### src/vtrs_pkg.sv
// Shared constants and control types for the virtual-time rate shaper.
`default_nettype none

package vtrs_pkg;

	localparam int TIME_W  = 48;
	localparam int COUNT_W = 32;
	localparam int RATE_W  = 40;

	localparam int TICKS_PER_SECOND_DEF = 1000000000;

	typedef enum logic [1:0] {
		ST_IDLE,
		ST_MUL,
		ST_DIV,
		ST_ADD
	} vtrs_state_t;

	// controller -> datapath
	typedef struct packed {
		logic accept;    // capture request, load result registers
		logic mul;       // form bytes * ticks-per-second
		logic div_step;  // one restoring division step
		logic commit;    // saturating update of next release time
	} vtrs_cmd_t;

	// datapath -> controller
	typedef struct packed {
		logic limit_on;  // rate and byte count both nonzero on the input
	} vtrs_sts_t;

endpackage

`default_nettype wire

### src/vtrs_ctrl.sv
// Sequencer for the shaper: handshakes, multiply / divide / commit steps.
`default_nettype none

module vtrs_ctrl #(
	parameter int DIV_STEPS = 62
) (
	input  wire               clk,
	input  wire               arst_n,
	input  wire               in_valid,
	output logic              in_stall,
	output logic              out_valid,
	input  wire               out_stall,
	input  vtrs_pkg::vtrs_sts_t sts,
	output vtrs_pkg::vtrs_cmd_t cmd
);
	import vtrs_pkg::*;

	localparam int CNT_W = (DIV_STEPS > 1) ? $clog2(DIV_STEPS) : 1;

	vtrs_state_t      state_q;
	vtrs_state_t      state_d;
	logic [CNT_W-1:0] cnt_q;
	logic             out_valid_q;
	logic             accept;

	assign out_valid = out_valid_q;
	// result register is free once it is empty or being taken this cycle
	assign in_stall  = (state_q != ST_IDLE) || (out_valid_q && out_stall);
	assign accept    = in_valid && !in_stall;

	always_ff @(posedge clk or negedge arst_n) begin
		if (!arst_n) begin
			state_q     <= ST_IDLE;
			cnt_q       <= '0;
			out_valid_q <= 1'b0;
		end else begin
			state_q <= state_d;
			if (state_q == ST_MUL) begin
				cnt_q <= '0;
			end else if (state_q == ST_DIV) begin
				cnt_q <= cnt_q + 1'b1;
			end
			if (accept) begin
				out_valid_q <= 1'b1;
			end else if (out_valid_q && !out_stall) begin
				out_valid_q <= 1'b0;
			end
		end
	end

	always_comb begin
		state_d      = state_q;
		cmd.accept   = 1'b0;
		cmd.mul      = 1'b0;
		cmd.div_step = 1'b0;
		cmd.commit   = 1'b0;
		unique case (state_q)
			ST_IDLE: begin
				cmd.accept = accept;
				if (accept && sts.limit_on) begin
					state_d = ST_MUL;
				end
			end
			ST_MUL: begin
				cmd.mul = 1'b1;
				state_d = ST_DIV;
			end
			ST_DIV: begin
				cmd.div_step = 1'b1;
				if (cnt_q == CNT_W'(DIV_STEPS - 1)) begin
					state_d = ST_ADD;
				end
			end
			ST_ADD: begin
				cmd.commit = 1'b1;
				state_d    = ST_IDLE;
			end
			default: begin
				state_d = ST_IDLE;
			end
		endcase
	end

endmodule

`default_nettype wire

### src/vtrs_dp.sv
// Datapath: rate and next-release registers, result registers, multiplier and divider.
`default_nettype none

module vtrs_dp #(
	parameter int TICKS_PER_SECOND = vtrs_pkg::TICKS_PER_SECOND_DEF
) (
	input  wire                          clk,
	input  wire                          arst_n,
	input  wire                          cfg_we,
	input  wire  [vtrs_pkg::RATE_W-1:0]  cfg_wdata,
	input  wire  [vtrs_pkg::TIME_W-1:0]  current_time,
	input  wire  [vtrs_pkg::COUNT_W-1:0] byte_count,
	output logic [vtrs_pkg::TIME_W-1:0]  release_time,
	output logic [vtrs_pkg::TIME_W-1:0]  wait_ticks,
	output logic                         must_wait,
	input  vtrs_pkg::vtrs_cmd_t          cmd,
	output vtrs_pkg::vtrs_sts_t          sts
);
	import vtrs_pkg::*;

	localparam int TPS_W  = $clog2(TICKS_PER_SECOND + 1);
	localparam int PROD_W = COUNT_W + TPS_W;
	localparam int CMP_W  = (PROD_W > TIME_W) ? PROD_W : TIME_W;
	localparam logic [TPS_W-1:0]  TPS_C    = TPS_W'(TICKS_PER_SECOND);
	localparam logic [TIME_W-1:0] TIME_MAX = '1;

	logic [RATE_W-1:0]  rate_q;
	logic [TIME_W-1:0]  next_q;
	logic [COUNT_W-1:0] bytes_q;
	logic [TIME_W-1:0]  base_q;
	logic [PROD_W-1:0]  quo_q;    // dividend, shifted out as quotient bits come in
	logic [RATE_W-1:0]  rem_q;

	logic               later;
	logic [TIME_W-1:0]  rel_c;
	logic [RATE_W:0]    rem_sh;
	logic [RATE_W+1:0]  rem_diff;
	logic               borrow;
	logic [TIME_W-1:0]  headroom;
	logic               sat;

	assign sts.limit_on = (rate_q != '0) && (byte_count != '0);

	// release at the stored time only when it lies ahead of now
	assign later = sts.limit_on && (next_q > current_time);
	assign rel_c = later ? next_q : current_time;

	assign rem_sh   = {rem_q, quo_q[PROD_W-1]};
	assign rem_diff = {1'b0, rem_sh} - {2'b00, rate_q};
	assign borrow   = rem_diff[RATE_W+1];

	assign headroom = TIME_MAX - base_q;
	assign sat      = CMP_W'(quo_q) >= CMP_W'(headroom);

	always_ff @(posedge clk or negedge arst_n) begin
		if (!arst_n) begin
			rate_q <= '0;
			next_q <= '0;
		end else begin
			if (cfg_we) begin
				rate_q <= cfg_wdata;
				next_q <= '0;
			end else if (cmd.commit) begin
				next_q <= sat ? TIME_MAX : base_q + quo_q[TIME_W-1:0];
			end
		end
	end

	always_ff @(posedge clk) begin
		if (cmd.accept) begin
			bytes_q      <= byte_count;
			base_q       <= rel_c;
			release_time <= rel_c;
			must_wait    <= later;
			wait_ticks   <= later ? next_q - current_time : '0;
		end
		if (cmd.mul) begin
			quo_q <= PROD_W'(bytes_q) * PROD_W'(TPS_C);
			rem_q <= '0;
		end else if (cmd.div_step) begin
			quo_q <= {quo_q[PROD_W-2:0], !borrow};
			rem_q <= borrow ? rem_sh[RATE_W-1:0] : rem_diff[RATE_W-1:0];
		end
	end

endmodule

`default_nettype wire

### src/virtual_time_rate_shaper_core.sv
// Top level of the virtual-time byte-rate shaper.
//
//   channel  dir  handshake             payload
//   cfg      in   cfg_we                cfg_wdata (limit rate, bytes/s)
//   in       in   in_valid / in_stall   current_time, byte_count
//   out      out  out_valid / out_stall release_time, wait_ticks, must_wait
//
// The result is loaded in the cycle the request transaction is accepted.
// Unlimited requests (rate or byte count zero) pass one per cycle while out_stall is low;
// limited ones keep in_stall high through the multiply, the bit-serial division of
// bytes*ticks by the rate and the commit, so a new request waits for the last one.
// Reset clears the rate and next release time; a rate write clears the latter.
// in_stall also rises while a result waits and out_stall is high.
`default_nettype none

module virtual_time_rate_shaper_core #(
	parameter int TICKS_PER_SECOND = vtrs_pkg::TICKS_PER_SECOND_DEF
) (
	input  wire                          clk,
	input  wire                          arst_n,
	input  wire                          cfg_we,
	input  wire  [vtrs_pkg::RATE_W-1:0]  cfg_wdata,
	input  wire                          in_valid,
	output logic                         in_stall,
	input  wire  [vtrs_pkg::TIME_W-1:0]  current_time,
	input  wire  [vtrs_pkg::COUNT_W-1:0] byte_count,
	output logic                         out_valid,
	input  wire                          out_stall,
	output logic [vtrs_pkg::TIME_W-1:0]  release_time,
	output logic [vtrs_pkg::TIME_W-1:0]  wait_ticks,
	output logic                         must_wait
);
	import vtrs_pkg::*;

	localparam int PROD_W = COUNT_W + $clog2(TICKS_PER_SECOND + 1);

	vtrs_cmd_t cmd;
	vtrs_sts_t sts;

	vtrs_ctrl #(
		.DIV_STEPS (PROD_W)
	) u_ctrl (
		.clk       (clk),
		.arst_n    (arst_n),
		.in_valid  (in_valid),
		.in_stall  (in_stall),
		.out_valid (out_valid),
		.out_stall (out_stall),
		.sts       (sts),
		.cmd       (cmd)
	);

	vtrs_dp #(
		.TICKS_PER_SECOND (TICKS_PER_SECOND)
	) u_dp (
		.clk          (clk),
		.arst_n       (arst_n),
		.cfg_we       (cfg_we),
		.cfg_wdata    (cfg_wdata),
		.current_time (current_time),
		.byte_count   (byte_count),
		.release_time (release_time),
		.wait_ticks   (wait_ticks),
		.must_wait    (must_wait),
		.cmd          (cmd),
		.sts          (sts)
	);

endmodule

`default_nettype wire

### config.mk
export PLATFORM = sky130hd
export DESIGN_NAME = virtual_time_rate_shaper_core
export DESIGN_NICKNAME = d
export VERILOG_FILES = /design/src/vtrs_pkg.sv /design/src/vtrs_ctrl.sv /design/src/vtrs_dp.sv /design/src/virtual_time_rate_shaper_core.sv
export SDC_FILE = /design/constraint.sdc
export NUM_CORES = 2
export LEC_CHECK = 0
export BUFFER_PORTS_ARGS = -buffer_cell sky130_fd_sc_hd__buf_2
export CAP_MARGIN = 10
export CORE_MARGIN = 1.5
export CORE_UTILIZATION = 50
export DETAILED_ROUTE_END_ITERATION = 16
export PLACE_DENSITY = 0.65
export REMOVE_ABC_BUFFERS = 1
export SYNTH_ARGS = -nofsm -noshare
export SYNTH_HDL_FRONTEND = slang
export SYNTH_HIERARCHICAL = 1
export SYNTH_SLANG_ARGS = --single-unit
### constraint.sdc
create_clock -name clk -period 15.5 [get_ports clk]
set_input_delay 2.325 -clock clk [delete_from_list [all_inputs] [get_ports clk]]
set_output_delay 2.325 -clock clk [all_outputs]
set_load 0.02 [all_outputs]
# Word-level counts from Yosys, hierarchy flattened
# Index checks and enable logic that the tools add are counted.
dict set report classes {
  add_sub_neg 5
  multipliers 1
  magnitude_cmp 2
  eq_ne 6
  muxes 18
  n_reduce_logical 19
}
# op n
set ops {}
lappend ops {{2-to-1 mux 48 bit} 4}
lappend ops {{2-to-1 mux 62 bit} 2}
lappend ops {{>= comparator 62 x 48 -> 1 bit} 1}
lappend ops {{multiplier 32 x 21 -> 53 bit (second input constant)} 1}
lappend ops {{adder 48 bit} 1}
lappend ops {{> comparator 48 bit} 1}
lappend ops {{subtractor 48 bit} 1}
lappend ops {{subtractor 48 bit (first input constant)} 1}
lappend ops {{subtractor 41 x 40 -> 42 bit} 1}
lappend ops {{2-to-1 mux 40 bit} 1}
lappend ops {{nonzero test 40 bit} 1}
lappend ops {{nonzero test 32 bit} 1}
lappend ops {{2-to-1 mux 6 bit} 2}
lappend ops {{nonzero test 2 bit} 5}
lappend ops {{one-hot mux 2 bit (4 select lines)} 1}
lappend ops {{adder 6 x 1 -> 6 bit (second input constant)} 1}
lappend ops {{== test 6 bit (second input constant)} 1}
lappend ops {{logical AND 1 bit} 6}
lappend ops {{2-to-1 mux 1 bit} 6}
lappend ops {{== test 2 bit (second input constant)} 2}
lappend ops {{2-to-1 mux 2 bit} 2}
lappend ops {{zero test 1 bit} 3}
lappend ops {{== test 2 x 1 -> 1 bit (second input constant)} 1}
lappend ops {{zero test 2 bit} 1}
lappend ops {{4 further kinds} 4}
dict set report word_totals {
  regBits 328
  input_bits 125
  output_inout_bits 99
  word_cells 63
}

# Logic depth before layout (Yosys ltp)
dict set report depth {
  ltp_word 7
  depth_mapped 26
  mapped_depth_nobuf 25
}

# Modules after synthesis
# Netlist, hierarchy kept.
# module instances cells_each area_per_inst_um2 seq_area_each_um2
set modules_own_cells {}
lappend modules_own_cells {vtrs_dp 1 3455 33210.6 8648.3}
lappend modules_own_cells {vtrs_ctrl 1 59 545.5 225.2}

# Least setup slack after synthesis
# OpenSTA, ideal clock, no wires.
dict set report synth_path {
  path_type {input-to-reg}
  from {input in_valid}
  to {register u_dp.base_q[0], enable pin}
  setup_time_ps 661
  t_arrival_ps 8623
  required_time_ps 14839
  setup_slack_ps 6216
  stages 2
  path_buffers 0
  cell_sequence {nand2_1 > a21oi_1}
}
# item line
set synth_lines {}
lappend synth_lines {{start, declared} virtual_time_rate_shaper_core.sv:23} ;# input wire in_valid,
lappend synth_lines {{end signal, assigned} vtrs_dp.sv:72} ;# base_q <= rel_c;
lappend synth_lines {{end, declared} vtrs_dp.sv:30} ;# logic [TIME_W-1:0] base_q;

# Worst setup path in the final report
dict set report layout_path {
  from {register u_dp.bytes_q[10]}
  to {register u_dp.quo_q[59], data pin}
}
dict set report layout_via {
  elab_chain_cells 2
}
# item line
set layout_lines {}
lappend layout_lines {{start, declared} vtrs_dp.sv:29} ;# logic [COUNT_W-1:0] bytes_q;
lappend layout_lines {{start signal, assigned} vtrs_dp.sv:71} ;# bytes_q <= byte_count;
lappend layout_lines {{multiplier 32 x 21 -> 53 bit} vtrs_dp.sv:78} ;# quo_q <= PROD_W'(bytes_q) * PROD_W'(TPS_C);
lappend layout_lines {{2-to-1 mux 62 bit} vtrs_dp.sv:77} ;# if (cmd.mul) begin
lappend layout_lines {{end signal, assigned} vtrs_dp.sv:78}
lappend layout_lines {{end signal, assigned} vtrs_dp.sv:81} ;# quo_q <= {quo_q[PROD_W-2:0], !borrow};
lappend layout_lines {{end, declared} vtrs_dp.sv:31} ;# logic [PROD_W-1:0] quo_q;
# No other way between the ends.
# A chain may end at the register's enable or synchronous reset.

==> impl_metrics.csv <==
group,metric,value,unit
clock_network,cts_tree,"built",
synth,ys.warnings.count,6,
drt,wl,90800,um
synth,ys_async_sr_fraction,29.6,%
synth,synth_flop_cell,"sky130_fd_sc_hd__edfxtp_1",
pwr,power_per_cell_area,67.4,mW/mm2
timing,max_slew.worst_pin.slew,1.06,ns
drt,drcViolationCount,0,
drt,route.detailed.vias_per_inst,5.60,
worst_setup_path,reg2reg_start,"u_dp/bytes_q[10]",
worst_setup_path,worstSetupEndpointType,"flip-flop",
worst_setup_path,cp_num_buf_inv,5,
synth,syn_area,0.0338,mm2
timing,fmaxAchievable,0.135,GHz
drt,postRouteAntennaNets,0,
timing,timing.max_slew.rel_slack,29.2,%
synth,postSynthCellCount,3514,
worst_setup_path,critical_path_arrival,7.69,ns
synth,ys_ff_latch,328,
placed_design,routabilityCongestion,0.949,
worst_setup_path,critical-path-slowest-cell,"sky130_fd_sc_hd__fa_1",
synth,synth_edf_count,182,
outcome,run_status,"completed",
worst_setup_path,critical-path-top-delay-family,"adder cells",
layout,area_delta_synth_final,9.73,%
timing,final.setup_skew,0.0188,ns
flow_run,reported_max_cap_violation_count,0,
timing,totalNegativeSetupSlack,0,ns
placed_design,place_area,0.0357,mm2
timing,period_minus_slack,7.40,ns
clock_network,clkSinkCount,328,
synth,synth_sequential_area_ratio,26.3,%
worst_setup_path,critical_path_class,"flip-flop to flip-flop",
timing,final.period_utilization,47.7,%
floorplanning,boundaryPins,224,
worst_setup_path,required,15.80,ns
grt,grt_pass1_wl,141000,um
placed_design,numPortBuffers,223,
synth,netlist_top_cells_area,"sky130_fd_sc_hd__fa_1 (19%), sky130_fd_sc_hd__edfxtp_1 (16%), sky130_fd_sc_hd__ha_1 (15%), sky130_fd_sc_hd__dfrtp_1 (7.2%), sky130_fd_sc_hd__inv_1 (6.5%)",
timing,timing.final.ws_setup,8.10,ns
layout,nets,4532,
min_path,start_point_of_the_worst_min_delay_path,"u_dp/rem_q[2]",
layout,commonest_cells_after_routing_fill_and_taps_aside,"sky130_fd_sc_hd__inv_1 (581), sky130_fd_sc_hd__ha_1 (405), sky130_fd_sc_hd__fa_1 (315)",
synth,synthesis.area_per_instance,9.61,um2
clock_network,number_of_cts_inserted_buffers,41,
grt,first_global_vias,24800,
layout,drive_gt1_share,10.2,%
clock_network,clkTransAtPathRegs,0.06,ns
synth,synth.distinct_cells,80,
clock_network,ctsLongestPathBuffers,3,
min_path,timing.hold.worst.class,"flip-flop to flip-flop",
clock_network,cts-hold-fix-buffers,0,
worst_setup_path,path_max_fanout,7,
floorplanning,std_cell_rows,95,
floorplanning,dieWidth,263,um
clock_network,cts.repair_timing.setup_buffer_count,0,
clock_network,insertion_delay,0.58,ns
floorplanning,floorplan.die_area,0.0691,mm2
timing,finalSetupViolCount,0,
layout,layout_commonest_cell,"sky130_fd_sc_hd__inv_1",
drt,iteration_0_drc_count_of_the_detailed_router,2032,
placed_design,final_hpwl_from_detailed_placement,73400,um
floorplanning,floorplan.initialDensity,50.4,%
clock_network,clockRootBuffer,"sky130_fd_sc_hd__clkbuf_16",
pwr,ir_drop,0.0668,mV
synth,synthDominantCellAreaShare,18.7,%
pwr,fin_total_pwr,2.50,mW
floorplanning,design.core.area,0.0670,mm2
drt,num_vias,25700,
clock_network,cts_resized,0,
synth,synthDominantAreaCellType,"sky130_fd_sc_hd__fa_1",
grt,grt_antenna_before_repair,6,
worst_setup_path,type_of_element_launching_the_critical_path,"flip-flop",
grt,grt.overflow.total,0,
grt,global_route.usage.total,26.2,%
worst_setup_path,critical_path.max_stage_delay,0.58,ns
timing,timing_max_transition_violations_final,0,
worst_setup_path,crit_path_frequent_cell,"sky130_fd_sc_hd__fa_1",
clock_network,cts.htree.levels,2,
drt,detailedRoute.firstPassIterationCount,6,
grt,grt_start_max_net_pins,94,
layout,layout.cell_area.non_filler,0.0370,mm2
placed_design,pre_cts_ws,8.11,ns
drt,drt-wirelength-per-cell,19.8,um
worst_setup_path,worstSetupStartpoint,"u_dp/bytes_q[10]",
timing,fin_hold_ws,0.493,ns
timing,grt_setup_unrepaired,"false",
worst_setup_path,timing.critical_path.cells,"inv_1, fa_1, fa_1, fa_1, fa_1, fa_1, inv_1, fa_1, inv_1, fa_1, inv_1, ha_1, a21oi_1, o21ai_0, a221oi_1, nor2_1, a211oi_1, a21boi_0, buf_4, a21o_1, a21o_1, a21oi_1, xor2_1, o21ai_0",
timing,report.final.hold_viol_count,0,
pwr,static-leakage-power,18.1,nW
floorplanning,die_h,263,um
-- cells by family after synthesis --
family | synth area share [%]
compound gates | 15.4
xor+xnor | 4.33
fa+ha+maj | 33.8
buf+inv | 7.90
flops | 26.3
mux | 2.53
simple gates | 9.73
-- layout make-up --
| class | instances | area, um2 |
|---|---|---|
| Fill cell | 6068 | 30000 |
| Multi-Input combinational cell | 2490 | 22300 |
| Sequential cell | 328 | 8870 |
| Inverter | 583 | 2190 |
| Timing Repair Buffer | 240 | 1250 |
| Clock buffer | 55 | 1150 |
| Tap cell | 873 | 1090 |
| Clock inverter | 20 | 231 |
| Antenna cell | 1 | 2.50 |
-- layer usage --
layer / vias up / wire length (um) / track usage [%] / part of all wire, %
li1: 12400 / - / - / -
met1: 12500 / 41200 / 37.3 / 45
met5: - / 9 / 0 / 0.0099
met4: 2 / 2260 / 6.62 / 2.5
met3: 111 / 6280 / 5.28 / 6.9
met2: 728 / 41000 / 40.9 / 45
-- state kept, by name, indices dropped and copies added, names as in the netlist --
| register | count |
|---|---|
| u_ctrl/out_valid | 1 |
| u_ctrl/state_q | 2 |
| u_dp/quo_q | 62 |
| u_dp/rem_q | 40 |
| u_ctrl/cnt_q | 6 |
| u_dp/must_wait | 1 |
| u_dp/wait_ticks | 48 |
| u_dp/base_q | 48 |
| u_dp/rate_q | 40 |
| u_dp/bytes_q | 32 |
| u_dp/next_q | 48 |
-- tightest hold or removal path, cell delays in order (launching register included) --
cell	delay [ns]
sky130_fd_sc_hd__dfxtp_1	0.32
sky130_fd_sc_hd__nand2_1	0.05
sky130_fd_sc_hd__o21ai_0	0.06
-- metrics by stage --
stage / utilization, % / cells
finish: 55.3 / 4590
global route: 55.3 / 4589
CTS: 55.3 / 4589
detailed placement: 53.2 / 4514
global placement: 53.2 / 4514
floorplan: - / 3401
-- cells in the mapped netlist (9+ instances only) --
| cell type | number |
|---|---|
| sky130_fd_sc_hd__a221oi_1 | 9 |
| sky130_fd_sc_hd__nor2_1 | 234 |
| sky130_fd_sc_hd__mux2_4 | 29 |
| sky130_fd_sc_hd__nand2b_1 | 21 |
| sky130_fd_sc_hd__dfxtp_1 | 49 |
| sky130_fd_sc_hd__inv_1 | 582 |
| sky130_fd_sc_hd__xnor2_1 | 72 |
| sky130_fd_sc_hd__xor2_1 | 95 |
| sky130_fd_sc_hd__nor2b_1 | 33 |
| sky130_fd_sc_hd__a211oi_1 | 90 |
| sky130_fd_sc_hd__nor4_1 | 27 |
| sky130_fd_sc_hd__ha_1 | 408 |
| sky130_fd_sc_hd__clkbuf_1 | 98 |
| sky130_fd_sc_hd__mux2_2 | 22 |
| sky130_fd_sc_hd__a21o_1 | 103 |
| sky130_fd_sc_hd__o22ai_1 | 12 |
| sky130_fd_sc_hd__o31ai_1 | 16 |
| sky130_fd_sc_hd__and3_1 | 25 |
| sky130_fd_sc_hd__o21a_1 | 22 |
| sky130_fd_sc_hd__a21boi_0 | 10 |
| sky130_fd_sc_hd__edfxtp_1 | 182 |
| sky130_fd_sc_hd__nand3_1 | 41 |
| sky130_fd_sc_hd__o21bai_1 | 22 |
| sky130_fd_sc_hd__o21ai_0 | 198 |
| sky130_fd_sc_hd__a21oi_1 | 215 |
| sky130_fd_sc_hd__a31oi_1 | 29 |
| sky130_fd_sc_hd__mux2i_1 | 17 |
| sky130_fd_sc_hd__dfrtp_1 | 97 |
| sky130_fd_sc_hd__a22o_1 | 11 |
| sky130_fd_sc_hd__and2_1 | 14 |
| sky130_fd_sc_hd__nand4_1 | 37 |
| sky130_fd_sc_hd__fa_1 | 315 |
| sky130_fd_sc_hd__nand2_1 | 220 |
| sky130_fd_sc_hd__o211ai_1 | 12 |
| sky130_fd_sc_hd__nor3_1 | 34 |
-- report_power, final --
group          internal (mW)  switching (mW)
combinational          0.221           0.291
sequential             0.959          0.0314
clock                  0.592           0.402
total                   1.77           0.725
-- path summary, 6_finish.rpt --
check / slack (ns) / depth (start not counted) / end
hold / removal: 0.49 / 2 / u_dp/rem_q[2]
setup reg to reg: 8.10 / 24 / u_dp/quo_q[59]
min in group asynchronous: 1.80 / 1 / u_dp/rate_q[19]
hold reg to reg: 0.49 / 2 / u_dp/rem_q[2]
max in group asynchronous: 12.53 / 2 / u_dp/next_q[29]
setup / recovery: 8.10 / 24 / u_dp/quo_q[59]
No activity file was read; power rests on OpenSTA's default activity.
